`src/rtl/mncp_pkg.sv`:
```
`timescale 1ns / 1ps
// Shared types and constants for the MIDI note capture block.
// Used by mncp_ctrl, mncp_dp and midi_note_capture_pairing; no dependencies.
package mncp_pkg;

    localparam int MNCP_TABLE_DEPTH = 64;
    localparam int MNCP_TIME_BITS   = 40;

    localparam int OP_W       = 3;
    localparam int NOTE_W     = 7;
    localparam int OFS_W      = 16;
    localparam int BLEN_W     = 16;
    localparam int IDX_W      = 6;
    localparam int STATUS_W   = 3;
    localparam int CNT_OUT_W  = 7;
    localparam int DROP_W     = 16;
    localparam int OUT_TIME_W = 40;
    localparam int TAIL_W     = 20;

    localparam logic [TAIL_W-1:0] TAIL_RESET = 20'd24000;

    // input item: opcode, pitch, velocity, sample_offset, block_length, entry_index
    localparam int IN_FIELDS_W = OP_W + 2 * NOTE_W + OFS_W + BLEN_W + IDX_W;
    localparam int IN_TDATA_W  = ((IN_FIELDS_W + 7) / 8) * 8;

    // result item: status .. read_open
    localparam int OUT_FIELDS_W = STATUS_W + CNT_OUT_W + DROP_W + 4 * OUT_TIME_W
                                + 2 * NOTE_W + 1;
    localparam int OUT_TDATA_W  = ((OUT_FIELDS_W + 7) / 8) * 8;
    localparam int OUT_PAD_W    = OUT_TDATA_W - OUT_FIELDS_W;

    typedef enum logic [OP_W-1:0] {
        OP_NOTE_ON   = 3'd0,
        OP_NOTE_OFF  = 3'd1,
        OP_BLOCK_END = 3'd2,
        OP_START     = 3'd3,
        OP_STOP      = 3'd4,
        OP_READ      = 3'd5
    } t_opcode;

    typedef enum logic [STATUS_W-1:0] {
        ST_OK        = 3'd0,
        ST_IGNORED   = 3'd1,
        ST_DROPPED   = 3'd2,
        ST_NO_MATCH  = 3'd3,
        ST_BAD_INDEX = 3'd4
    } t_status;

    typedef enum logic [2:0] {
        S_IDLE,
        S_DECODE,
        S_CLOSE,
        S_LENGTH,
        S_RDCAP,
        S_RESP
    } t_state;

    // controller -> datapath
    typedef struct packed {
        logic    latch;        // capture input item
        logic    append;       // write new open entry
        logic    drop;         // count a dropped note-on
        logic    advance;      // position += block_length
        logic    start;        // begin take
        logic    stop;         // end take
        logic    scan_down;    // init newest-first scan
        logic    scan_up;      // init oldest-first scan
        logic    scan_run;     // scan active this cycle
        logic    close_write;  // close matched entry
        logic    len_load;     // take length <= running max
        logic    rd_issue;     // read entry at entry_index
        logic    rd_capture;   // latch read data into result
        logic    status_we;
        t_status status;
        logic    out_load;     // load output register
    } t_cmd;

    // datapath -> controller
    typedef struct packed {
        t_opcode op;
        logic    recording;
        logic    full;
        logic    vel_zero;
        logic    idx_bad;
        logic    match;
        logic    scan_idle;
        logic    out_free;
    } t_stat;

endpackage

```
`src/rtl/mncp_ctrl.sv`:
```
`timescale 1ns / 1ps
// Controller FSM for the MIDI note capture block.
// Depends on mncp_pkg; drives mncp_dp through t_cmd, reads t_stat.
module mncp_ctrl (
    input  logic            i_clk,
    input  logic            i_rst_n,
    input  logic            i_in_valid,
    input  mncp_pkg::t_stat i_stat,
    output logic            o_in_ready,
    output mncp_pkg::t_cmd  o_cmd
);
    import mncp_pkg::*;

    t_state r_state;
    t_state n_state;

    always_ff @(posedge i_clk) begin
        if (!i_rst_n) begin
            r_state <= S_IDLE;
        end else begin
            r_state <= n_state;
        end
    end

    // next state
    always_comb begin
        n_state = r_state;
        unique case (r_state)
            S_IDLE: begin
                if (i_in_valid) n_state = S_DECODE;
            end
            S_DECODE: begin
                unique case (i_stat.op) inside
                    OP_NOTE_ON, OP_NOTE_OFF: begin
                        if (i_stat.recording &&
                            (i_stat.op == OP_NOTE_OFF || i_stat.vel_zero)) begin
                            n_state = S_CLOSE;
                        end else begin
                            n_state = S_RESP;
                        end
                    end
                    OP_STOP: n_state = i_stat.recording ? S_LENGTH : S_RESP;
                    OP_READ: n_state = i_stat.idx_bad ? S_RESP : S_RDCAP;
                    default: n_state = S_RESP;
                endcase
            end
            S_CLOSE: begin
                if (i_stat.match || i_stat.scan_idle) n_state = S_RESP;
            end
            S_LENGTH: begin
                if (i_stat.scan_idle) n_state = S_RESP;
            end
            S_RDCAP: n_state = S_RESP;
            S_RESP: begin
                if (i_stat.out_free) n_state = S_IDLE;
            end
            default: n_state = S_IDLE;
        endcase
    end

    // outputs
    always_comb begin
        o_cmd      = '0;
        o_in_ready = 1'b0;
        unique case (r_state)
            S_IDLE: begin
                o_in_ready  = 1'b1;
                o_cmd.latch = i_in_valid;
            end
            S_DECODE: begin
                o_cmd.status_we = 1'b1;
                o_cmd.status    = ST_OK;
                unique case (i_stat.op) inside
                    OP_NOTE_ON, OP_NOTE_OFF: begin
                        if (!i_stat.recording) begin
                            o_cmd.status = ST_IGNORED;
                        end else if (i_stat.op == OP_NOTE_ON && !i_stat.vel_zero) begin
                            if (i_stat.full) begin
                                o_cmd.drop   = 1'b1;
                                o_cmd.status = ST_DROPPED;
                            end else begin
                                o_cmd.append = 1'b1;
                            end
                        end else begin
                            o_cmd.scan_down = 1'b1;
                        end
                    end
                    OP_BLOCK_END: begin
                        if (i_stat.recording) o_cmd.advance = 1'b1;
                        else o_cmd.status = ST_IGNORED;
                    end
                    OP_START: begin
                        if (i_stat.recording) o_cmd.status = ST_IGNORED;
                        else o_cmd.start = 1'b1;
                    end
                    OP_STOP: begin
                        if (i_stat.recording) begin
                            o_cmd.stop    = 1'b1;
                            o_cmd.scan_up = 1'b1;
                        end else begin
                            o_cmd.status = ST_IGNORED;
                        end
                    end
                    OP_READ: begin
                        if (i_stat.idx_bad) o_cmd.status = ST_BAD_INDEX;
                        else o_cmd.rd_issue = 1'b1;
                    end
                    default: o_cmd.status = ST_IGNORED;
                endcase
            end
            S_CLOSE: begin
                o_cmd.scan_run = 1'b1;
                if (i_stat.match) begin
                    o_cmd.close_write = 1'b1;
                    o_cmd.status_we   = 1'b1;
                    o_cmd.status      = ST_OK;
                end else if (i_stat.scan_idle) begin
                    o_cmd.status_we = 1'b1;
                    o_cmd.status    = ST_NO_MATCH;
                end
            end
            S_LENGTH: begin
                o_cmd.scan_run = 1'b1;
                o_cmd.len_load = i_stat.scan_idle;
            end
            S_RDCAP: begin
                o_cmd.rd_capture = 1'b1;
            end
            S_RESP: begin
                o_cmd.out_load = i_stat.out_free;
            end
            default: ;
        endcase
    end

endmodule

```
`config.mk`:
```
export PLATFORM = sky130hd
export DESIGN_NAME = mncp_ctrl
export DESIGN_NICKNAME = d
export VERILOG_FILES = /design/src/rtl/mncp_pkg.sv /design/src/rtl/mncp_ctrl.sv
export SDC_FILE = /design/constraint.sdc
export NUM_CORES = 1
export LEC_CHECK = 0
export BUFFER_PORTS_ARGS = -buffer_cell sky130_fd_sc_hd__buf_2
export CAP_MARGIN = 40
export CORE_AREA = 2 2 39 41
export CTS_CLUSTER_SIZE = 10
export DETAILED_ROUTE_END_ITERATION = 8
export DIE_AREA = 0 0 41 43
export HOLD_SLACK_MARGIN = 0.12
export PLACE_DENSITY = 0.78
export SYNTH_ARGS = -nofsm -noshare
export SYNTH_HDL_FRONTEND = slang
export SYNTH_SLANG_ARGS = --single-unit
```
`constraint.sdc`:
```
create_clock -name i_clk -period 1.7 [get_ports i_clk]
set_input_delay 0.085 -clock i_clk [delete_from_list [all_inputs] [get_ports i_clk]]
set_output_delay 0.085 -clock i_clk [all_outputs]
set_load 0.005 [all_outputs]
```
==> results of run 1 <==
-- power groups by stage --
stage	Sequential (mW)	Combinational, mW	Clock [mW]
after floorplan	0.0876	0.117	0
after global placement	0.0934	0.176	0
after detailed placement	0.0954	0.180	0
after CTS	0.0941	0.183	0.138
after global routing	0.0977	0.207	0.143
final	0.0955	0.184	0.135
-- path summary, 6_finish.rpt --
path	slack [ns]	cells past startpoint	end	from
max	0.13	5	o_cmd[10]	r_state[2]$_SDFFE_PN0P_
min	0.23	4	r_state[0]$_SDFFE_PN0P_	i_stat[1]
max reg2reg	0.26	5	r_state[2]$_SDFFE_PN0P_	r_state[1]$_SDFFE_PN0P_
min reg2reg	0.60	2	r_state[1]$_SDFFE_PN0P_	r_state[1]$_SDFFE_PN0P_
-- layer usage --
metal | track usage, % | share of wire, %
met5 | 0 | 0
met4 | 12.0 | 2.2
met3 | 3.14 | 6.4
met2 | 25.3 | 46
met1 | 17.1 | 46
-- repair_timing --
action                                 in CTS  in global routing
endpoints found under the hold margin       2                  0
resized for setup                           0                  3
setup endpoints to repair                   0                  6
hold buffers                                1                  0
-- critical path: cells and delay by family (launching register included) --
family | cells | cell delay [ns]
buf+inv | 2 | 0.30
flops | 1 | 0.37
simple gates | 3 | 0.57
-- Yosys cell counts --
| library cell | n |
|---|---|
| and2b_1 | 1 |
| nand2_1 | 3 |
| a31o_1 | 1 |
| and2b_2 | 1 |
| nand2b_1 | 2 |
| or2b_2 | 2 |
| nor4b_1 | 3 |
| and2_1 | 1 |
| buf_4 | 1 |
| o21a_1 | 1 |
| inv_1 | 6 |
| a21oi_1 | 6 |
| and3_1 | 2 |
| a21o_1 | 1 |
| a2111oi_1 | 1 |
| o31ai_1 | 1 |
| dfxtp_1 | 3 |
| nor2b_1 | 1 |
| buf_6 | 3 |
| a31oi_1 | 1 |
| clkbuf_1 | 1 |
| o41ai_1 | 1 |
| nor4bb_1 | 1 |
| o21ai_0 | 2 |
| nor3b_1 | 5 |
| o22ai_1 | 2 |
| nor3_1 | 5 |
| nand3b_1 | 1 |
| and4b_2 | 1 |
| nand3_1 | 1 |
| nor2_1 | 11 |
-- layout make-up --
type                            instances  area, um2
Tap cell                               16       20.0
Sequential cell                         3       61.3
Clock buffer                            4       26.3
Multi-Input combinational cell         58        367
Timing Repair Buffer                   36        195
Inverter                                6       22.5
Fill cell                             157        692
-- through the flow --
stage | util, % | std cells | hold WS, ns | cell area [um2] | setup slack, ns
6_report | 50.0 | 123 | 0.228 | 692 | 0.126
2_1_floorplan | - | 72 | 0.201 | 483 | 0.381
4_1_cts | 49.1 | 123 | 0.224 | 679 | 0.0199
3_3_place_gp | 46.5 | 118 | 0.354 | 643 | 0.301
3_5_place_dp | 46.5 | 118 | 0.356 | 643 | 0.285
5_1_grt | 50.0 | 123 | 0.250 | 692 | 0.0182
-- kinds of logic (layout without fill, tap and decap cells) --
logic type	Yosys count	count (layout)
flops	3	3
compound gates	17	17
buf+inv	11	46
simple gates	41	41
-- layout by cell type (no fill, tap or decap), drive strengths merged, types with 2 or more instances in the layout --
master and instances:
buf 35, nor2 11, inv 6, a21oi 6
nor3 5, nor3b 5, clkbuf 4, nand2 3
nor4b 3, dfxtp 3, nand2b 2, and3 2
o22ai 2, or2b 2, o21ai 2, and2b 2
==> summary.md, run 1 <==
| Metric | Value |
|---|---|
| Crit Path Max Fanout | 7 |
| Skew final | 0.00150 ns |
| Adder-cell share of the synthesized area | 0% |
| Final Hold Violating Endpoints | 0 |
| # diodes | 0 |
| Arrival time worst endpoint | 1.49 ns |
| Fin. max-slew vios | 0 |
| Final setup violating endpoints | 0 |
| Worst endpoint required time | 1.62 ns |
| CTS Buffer Depth | 2 |
| Initial core utilization | 34.9% |
| Router iterations before antenna repair | 2 |
| Synth Area per Inst | 6.71 um2 |
| Reg with most FFs | r_state |
| Setup tns final | 0 ns |
| Post-CTS Setup Bufs | 0 |
| Synth Instances | 72 |
| Vias/cell | 5.07 |
| Largest net degree at the start of global routing | 11 |
| Sequential fraction of the synthesis area | 12.4% |
| Die H | 43 um |
| Antenna viol nets, final | 0 |
| Period utilization | 92.6% |
| Max-cap violation count | 0 |
| Largest family of logic cells by synthesized area | simple AND/OR/NAND/NOR gates |
| Final HPWL DP | 1020 um |
| CP peak stage delay | 0.37 ns |
| Cell Pwr Density | 599 nW/um2 |
| Yosys top cell area share | 12.4% |
| Die area | 1760 um2 |
| Comb power frac | 44.4% |
| I/O Pins | 32 |
| Sequential power share | 23.0% |
| CTS Buf Count | 3 |
| Row count | 14 |
| Nets | 121 |
| Biggest regs | r_state x3 |
| Clock-pin slew on the worst setup and hold paths | 0.04 ns |
| Initial antenna violation count | 0 |
| Post-Synth Simple-Gate Area | 51.0% |
| Synth area leaders | dfxtp_1 (12%), nor2_1 (8.5%), nor3b_1 (7.8%) |
| Clock tree root buffer cell | clkbuf_4 |
| Switching pwr | 151 uW |
| CTS tree | done |
| CP Launch Type | register |
| Final Total Pwr | 415 uW |
| Max reg flops | 3 |
| GR Overflow Total | 0 |
| RSZ-0062 raised after global routing | no |
| Hold crit path type | in -> reg |
| Layout Area Growth over Synthesis | 43.3% |
| CP max-delay cell | dfxtp_1 |
| Mapped cell area | 483 um2 |
| Static leakage power | 0.382 nW |
| Die width | 41 um |
| Wire per inst | 10.8 um |
| Cell breakdown of the critical path | nor3b_2 > buf_4 > nand3b_1 > nor3b_1 > buf_2 |
| Vias in the first global route | 492 |
| Post-Synth XOR/XNOR Area | 0% |
| Post-synthesis compound-gate area fraction | 22.5% |
| Pint | 263 uW |
| Status | complete, no violations |
| Clk Latency, worst-skew pair | 0.25 ns |
| IO Port Bufs | 31 |
| Via count | 623 |
| Clock Power Share | 32.6% |
| Period minus WS final | 1.57 ns |
| Core region area | 1380 um2 |
| H-tree depth | 1 |
| Sw Ratio | 36.5% |
| Synthesized flop and latch total | 3 |
| Drt total wl | 1330 um |
| Post-Syn Nets | 85 |
| FMAX | 0.635 GHz |
| Drt initial violations | 9 |
| Drc violations | 0 |
| Share of cells above drive strength 1 | 42.1% |
| Slew Limit Headroom | 70.5% |
| Mux contribution to synthesized area | 0% |
| Yosys top cell by area | dfxtp_1 |
| Global-route wire length before repair | 1910 um |
| Clock Sinks | 3 |
| RePlAce Congestion | 0.780 |
| Maximum vdd ir drop | 0.000258 V |
| Yosys warns | 0 |
| Distinct cell type count after synthesis | 31 |
| Total GRT Usage | 15.9% |
| Setup Crit Path Kind | reg -> out |
| Worst-Margin Slew | 0.436 ns |
| Worst Setup End Kind | output port |
Power figures use the tool's default switching activity.
==> run 2: changes to the inputs <==
--- a/config.mk
+++ b/config.mk
@@ -5,6 +5,7 @@
 export SDC_FILE = /design/constraint.sdc
 export NUM_CORES = 1
 export LEC_CHECK = 0
+export ABC_AREA = 1
 export BUFFER_PORTS_ARGS = -buffer_cell sky130_fd_sc_hd__buf_2
 export CAP_MARGIN = 40
 export CORE_AREA = 2 2 39 41
@@ -12,7 +13,7 @@
 export DETAILED_ROUTE_END_ITERATION = 8
 export DIE_AREA = 0 0 41 43
 export HOLD_SLACK_MARGIN = 0.12
-export PLACE_DENSITY = 0.78
+export PLACE_DENSITY = 0.8
 export SYNTH_ARGS = -nofsm -noshare
 export SYNTH_HDL_FRONTEND = slang
 export SYNTH_SLANG_ARGS = --single-unit
==> summary.md, run 2 <==
| Metric | Value |
|---|---|
| Status | complete, no violations |
| Skew final | 0.00311 ns (+0.00161 ns) |
| Fin. max-slew vios | 0 (unchanged) |
| Post-CTS Setup Bufs | 0 (unchanged) |
| Router iterations before antenna repair | 4 (+2) |
| Flop-to-flop setup slack | 0.49 ns (+0.23 ns) |
| GR Overflow Total | 0 (unchanged) |
| Period utilization | 89.6% (-3.0 points) |
| Drc violations | 0 (unchanged) |
| Count leader, synth | nand2_1 |
| Clk Latency, worst-skew pair | 0.23 ns (-0.02 ns) |
| Via count | 694 (+11%) |
| Synth Area per Inst | 5.39 um2 (-20%) |
| Worst Setup End Kind | output port |
| Sequential power share | 22.3% (-0.7 points) |
| Hold_buf cts | 1 (unchanged) |
| Die H | 43 um (unchanged) |
| Most frequent cells in the layout | buf_2 (31), nand2_1 (19), nor2_1 (16) |
| Post-Syn Nets | 107 (+26%) |
| Reg with most FFs | r_state |
| Commonest non-fill, non-tap cell in the layout | buf_2 |
| Max reg flops | 3 (unchanged) |
| Sw Ratio | 42.8% (+6.3 points) |
| Pint | 252 uW (-4.4%) |
| Final instance area | 711 um2 (+2.7%) |
| RePlAce Congestion | 0.869 (+11%) |
| Vias/cell | 4.79 (-5.5%) |
| Top FF cell, synth | dfxtp_1 |
| IO Port Bufs | 31 (unchanged) |
| Yosys top cell area share | 14.1% (+1.6 points) |
| Final HPWL DP | 1120 um (+9.8%) |
| Initial core utilization | 36.6% (+1.7 points) |
| Final Total Pwr | 440 uW (+6.0%) |
| Global-route wire length before repair | 2240 um (+17%) |
| Synth area leaders | nand2_1 (14%), dfxtp_1 (12%), nor2_1 (12%) |
| Biggest regs | r_state x3 |
| Core region area | 1380 um2 (unchanged) |
| Wire per inst | 9.19 um (-15%) |
| Die width | 41 um (unchanged) |
| Hold crit path type | in -> reg |
| Share of cells above drive strength 1 | 37.2% (-4.8 points) |
| Clock Sinks | 3 (unchanged) |
| Critical path's top delay family | flip-flops |
| Post-CTS sizing | 0 (unchanged) |
| RSZ-0062 raised after global routing | no |
| # diodes | 0 (unchanged) |
| Drt total wl | 1330 um (+0.30%) |
| Setup Crit Path Kind | reg -> out |
| Clock-pin slew on the worst setup and hold paths | 0.04 ns (about the same) |
| Comb power frac | 49.3% (+4.9 points) |
| Final setup violating endpoints | 0 (unchanged) |
| Vias in the first global route | 576 (+17%) |
| Crit Path Max Fanout | 9 (+2) |
| CP peak stage delay | 0.50 ns (+0.13 ns) |
| Fillers | 145 (-7.6%) |
| Buf+Inv Stages, Crit Path | 2 (unchanged) |
| Post-layout util | 51.4% (+1.4 points) |
| Switching pwr | 188 uW (+24%) |
| Layout Area Growth over Synthesis | 40.2% |
| CTS Buffer Depth | 2 (unchanged) |
| Max-cap violation count | 0 (unchanged) |
| Sequential fraction of the synthesis area | 11.9% (-0.58 points) |
| Placed Area | 674 um2 (+4.9%) |
| Distinct cell type count after synthesis | 20 (-35%) |
| Drt initial violations | 22 (+13) |
| I/O Pins | 32 (unchanged) |
| H-tree depth | 1 (unchanged) |
| Most frequent cell on the critical path | nand2_4 |
| CTS tree | done |
| Arrival time worst endpoint | 1.44 ns (-0.05 ns) |
| Clock tree root buffer cell | clkbuf_4 |
| Synth async-reset ratio | 0% (unchanged) |
| Synthesized flop and latch total | 3 (unchanged) |
| Row count | 14 (unchanged) |
| FMAX | 0.657 GHz (+3.4%) |
| Die area | 1760 um2 (unchanged) |
| Antenna viol nets, final | 0 (unchanged) |
| Static leakage power | 0.439 nW (+15%) |
| Yosys warns | 0 (unchanged) |
| Cell breakdown of the critical path | inv_4 > nand2_4 > nor2_4 > nand2_4 > nor2_2 > or2_1 > buf_2 |
| Slew Limit Headroom | 78.2% (+7.7 points) |
| CTS Buf Count | 3 (unchanged) |
| Total GRT Usage | 17.5% (+1.6 points) |
| Top cells by count, synth | nand2_1 (19), nor2_1 (16), inv_1 (13) |
| Synth Instances | 94 (+31%) |
| Largest net degree at the start of global routing | 10 (-1) |
| Period minus WS final | 1.52 ns (-0.0518 ns) |
| Cell Pwr Density | 618 nW/um2 (+3.2%) |
| EDFF count, synth | 0 (unchanged) |
| Worst-Margin Slew | 0.327 ns (-0.110 ns) |
| Nets | 143 (+18%) |
| CP Launch Type | register |
| Worst endpoint required time | 1.62 ns (about the same) |
| Setup tns final | 0 ns (unchanged) |
| Maximum vdd ir drop | 0.000448 V (+73%) |
| Final Hold Violating Endpoints | 0 (unchanged) |
| Clock Power Share | 28.4% (-4.2 points) |
| Yosys top cell by area | nand2_1 |
| Mapped cell area | 507 um2 (+4.9%) |
| Initial antenna violation count | 0 (unchanged) |
| CP max-delay cell | dfxtp_1 |
-- run 2: cell types whose count changed after synthesis, sizes merged, moves of 3 or more --
cell,before,now
nand2,3,21
a21oi,6,1
nand4,0,4
nor4b,3,0
buf,4,1
nor2,11,20
nand3,1,12
inv,6,18
nor3b,5,0
-- run 2: through the flow --
step / instances / setup WS [ns] / hold slack [ns]
4_1_cts: 145 / 0.164 / 0.212
3_3_place_gp: 140 / 0.432 / 0.357
2_1_floorplan: 94 / 0.615 / 0.206
5_1_grt: 145 / 0.0808 / 0.247
3_5_place_dp: 140 / 0.423 / 0.353
6_report: 145 / 0.178 / 0.221
-- run 2: logic make-up (layout without fill, tap and decap cells) --
kind of cell	count (synthesis)	count (layout)	share of synthesized area (%)
simple gates	67	67	66.7
flops	3	3	11.9
buf+inv	19	54	15.3
compound gates	5	5	6.17
-- run 2: power by group through the flow --
stage / clock network [mW] / registers [mW] / logic, mW
2_1_floorplan: 0 / 0.0960 / 0.145
3_3_place_gp: 0 / 0.0983 / 0.213
3_5_place_dp: 0 / 0.0990 / 0.215
4_1_cts: 0.135 / 0.0978 / 0.217
5_1_grt: 0.138 / 0.100 / 0.245
6_report: 0.125 / 0.0981 / 0.217
-- run 2: area by class of cell --
cell class / count / area [um2] / area share [%]
inverter: 18 / 70.1 / 9.86
clock buffer: 4 / 26.3 / 3.70
timing repair buffer: 32 / 165 / 23.2
multi-input combinational: 72 / 369 / 51.9
tap: 16 / 20.0 / 2.82
sequential: 3 / 60.1 / 8.45
-- run 2: path summary, 6_finish.rpt --
kind,to,start,cells past startpoint
setup / recovery,o_cmd[2],r_state[2]$_SDFFE_PN0P_,7
hold / removal,r_state[1]$_SDFFE_PN0P_,i_stat[1],4
setup reg to reg,r_state[2]$_SDFFE_PN0P_,r_state[2]$_SDFFE_PN0P_,7
hold reg to reg,r_state[0]$_SDFFE_PN0P_,r_state[0]$_SDFFE_PN0P_,4
-- run 2: worst min-delay path, stage by stage --
cell      delay, ns
buf_2          0.09
inv_1          0.06
nand3_2        0.10
a21boi_1       0.07
-- run 2: routing by layer --
metal | GRT usage [%] | part of all wire, %
met3 | 3.14 | 5.5
met2 | 25.9 | 51
met4 | 6.00 | 0
met5 | 0 | 0
met1 | 24.6 | 44
==> run 3: changes to the inputs <==
--- a/config.mk
+++ b/config.mk
@@ -7,7 +7,6 @@
 export LEC_CHECK = 0
 export ABC_AREA = 1
 export BUFFER_PORTS_ARGS = -buffer_cell sky130_fd_sc_hd__buf_2
-export CAP_MARGIN = 40
 export CORE_AREA = 2 2 39 41
 export CTS_CLUSTER_SIZE = 10
 export DETAILED_ROUTE_END_ITERATION = 8
==> constraint.sdc (replaced) <==
create_clock -name i_clk -period 1.7 [get_ports i_clk]
set_input_delay 0.51 -clock i_clk [delete_from_list [all_inputs] [get_ports i_clk]]
set_output_delay 0.51 -clock i_clk [all_outputs]
set_load 0.005 [all_outputs]
==> summary.md, run 3 (synthesized netlist as in run 2, its figures left out) <==
| Metric | Value |
|---|---|
| Status | finished with violations |
| Failing checks | setup timing |
| Global-route wire length before repair | 2920 um (+31%) |
| R2R cell count | 10 (+3) |
| Cell Pwr Density | 573 nW/um2 (-7.3%) |
| Hold path startpoint | i_rst_n |
| Hold crit path type | in -> reg |
| Most frequent cells in the layout | buf_4 (29), buf_2 (28), nand2_1 (17) |
| Arrival time worst endpoint | 1.33 ns (-0.11 ns) |
| Final setup violating endpoints | 15 (+15) |
| # diodes | 0 (unchanged) |
| Die width | 41 um (unchanged) |
| Total GRT Usage | 23.5% (+5.9 points) |
| Crit Path Max Fanout | 5 (-4) |
| Skew final | 0.00364 ns (+0.000525 ns) |
| Buf+Inv Stages, Crit Path | 3 (+1) |
| Final instance area | 1130 um2 (+59%) |
| Hold depth | 3 (-1) |
| CP max-delay cell | dfxtp_4 |
| Die area | 1760 um2 (unchanged) |
| Fin cells | 178 (+23%) |
| RR Endpoint | r_state[2]$_SDFFE_PN0P_ |
| Via count | 976 (+41%) |
| CP peak stage delay | 0.38 ns (-0.12 ns) |
| Commonest non-fill, non-tap cell in the layout | buf_4 |
| Drt total wl | 2650 um (+98%) |
| RePlAce Congestion | 0.916 (+5.4%) |
| Max-cap violation count | 0 (unchanged) |
| Period utilization | 108% (+19 points) |
| H-tree depth | 1 (unchanged) |
| Static leakage power | 0.622 nW (+42%) |
| Final Hold Violating Endpoints | 0 (unchanged) |
| Wire per inst | 14.9 um (+62%) |
| Drt initial violations | 34 (+55%) |
| Vias in the first global route | 728 (+26%) |
| Antenna viol nets, final | 0 (unchanged) |
| Initial antenna violation count | 0 (unchanged) |
| Final HPWL DP | 1290 um (+15%) |
| Die H | 43 um (unchanged) |
| CTS tree | done |
| Post-layout util | 81.6% (+30 points) |
| Hold_buf cts | 0 (-1) |
| Drc violations | 0 (unchanged) |
| Flop-to-flop setup slack | 0.38 ns (-0.11 ns) |
| Critical path's top delay family | buffers and inverters |
| Biggest regs | r_state x3 |
| FMAX | 0.543 GHz (-17%) |
| Dpl cells | 157 (+12%) |
| Clock-pin slew on the worst setup and hold paths | 0.04 ns (about the same) |
| Worst Setup End Kind | output port |
| Maximum vdd ir drop | 0.000519 V (+16%) |
| CTS Buf Count | 3 (unchanged) |
| CP Launch Type | register |
| Min-Delay Endpoint | r_state[2]$_SDFFE_PN0P_ |
| Worst endpoint required time | 1.19 ns (-0.43 ns) |
| Core region area | 1380 um2 (unchanged) |
| Placed Area | 802 um2 (+19%) |
| GR Overflow Total | 0 (unchanged) |
| Reg2reg start | r_state[0]$_SDFFE_PN0P_ |
| Layout Area Growth over Synthesis | 123% |
| Initial core utilization | 36.6% (unchanged) |
| Share of cells above drive strength 1 | 66.7% (+29 points) |
| Fin. max-slew vios | 0 (unchanged) |
| IO Port Bufs | 31 (unchanged) |
| Slew Limit Headroom | 79.9% (+1.7 points) |
| Setup Crit Path Kind | reg -> out |
| Final Worst Setup Slack | -0.141 ns (-0.318 ns) |
| Period minus WS final | 1.84 ns (+0.318 ns) |
| Reg with most FFs | r_state |
| Fillers | 93 (-36%) |
| Row count | 14 (unchanged) |
| Cell breakdown of the critical path | inv_4 > buf_4 > nor4_2 > buf_2 |
| I/O Pins | 32 (unchanged) |
| Worst-Margin Slew | 0.298 ns (-0.0283 ns) |
| Max reg flops | 3 (unchanged) |
| Clock Sinks | 3 (unchanged) |
| Setup tns final | -0.967 ns (-0.967 ns) |
| Clock tree root buffer cell | clkbuf_4 |
| RSZ-0062 raised after global routing | yes |
| Pre-CTS setup slack | -0.132 ns (-0.555 ns) |
| Router iterations before antenna repair | 5 (+1) |
| CTS Buffer Depth | 2 (unchanged) |
| Clk Latency, worst-skew pair | 0.23 ns (about the same) |
| Nets | 176 (+23%) |
| Largest net degree at the start of global routing | 8 (-2) |
| Vias/cell | 5.48 (+15%) |
==> run 3: cell count changes in the layout (fill, tap and decap cells not counted), sizes merged <==
cell	delta
buf	+34
dlygate4sd3	-1
==> run 3: power breakdown <==
| group | switching, mW | internal, mW |
|---|---|---|
| combinational | 0.225 | 0.199 |
| clock | 0.0351 | 0.0879 |
| sequential | 0.0172 | 0.0829 |
==> run 3: layer usage <==
layer | global-route usage [%] | part of all wire, %
met1 | 28.8 | 37
met2 | 39.4 | 51
met3 | 3.14 | 7.0
met4 | 8.00 | 5.3
met5 | 0 | 0
==> run 3: how the worst max path moves through the flow <==
stage,from,endpoint,slack [ns],cells past startpoint
finish,r_state[2]$_SDFFE_PN0P_,o_cmd[0],-0.14,4
detailed placement,i_stat[9],o_cmd[1],-0.13,7
global placement,i_stat[9],o_cmd[1],-0.09,7
CTS,r_state[0]$_SDFFE_PN0P_,o_cmd[2],-0.08,8
global route,r_state[0]$_SDFFE_PN0P_,o_cmd[2],-0.19,8
floorplan,i_stat[9],o_cmd[2],0.16,4
==> run 3: through the flow <==
step                total power [mW]  hold WS (ns)
floorplan                      0.241         0.570
global placement               0.347         0.696
detailed placement             0.354         0.697
CTS                            0.537         0.526
global route                   0.678         0.568
finish                         0.647         0.547
==> run 3: layout make-up <==
type	instances	area (um2)	share of cell area [%]
flip-flops and latches	3	68.8	6.10
multi-input cells	72	483	42.8
well taps	16	20.0	1.77
inverters	18	82.6	7.32
clock buffers	4	26.3	2.33
repair buffers	65	448	39.7
==> run 3: what timing repair did <==
action / 4_1_cts / 5_1_grt
buffers inserted: 12 / 5
cloned: 0 / 0
setup endpoints to repair: 13 / 18
pin swaps: 4 / 9
gates resized for setup: 19 / 32
==> run 3: worst register-to-register path: cells and delay by family, from the launching register on <==
kind          cells  cell delay [ns]
flops             1             0.33
simple gates      6             0.53
buf+inv           4             0.35
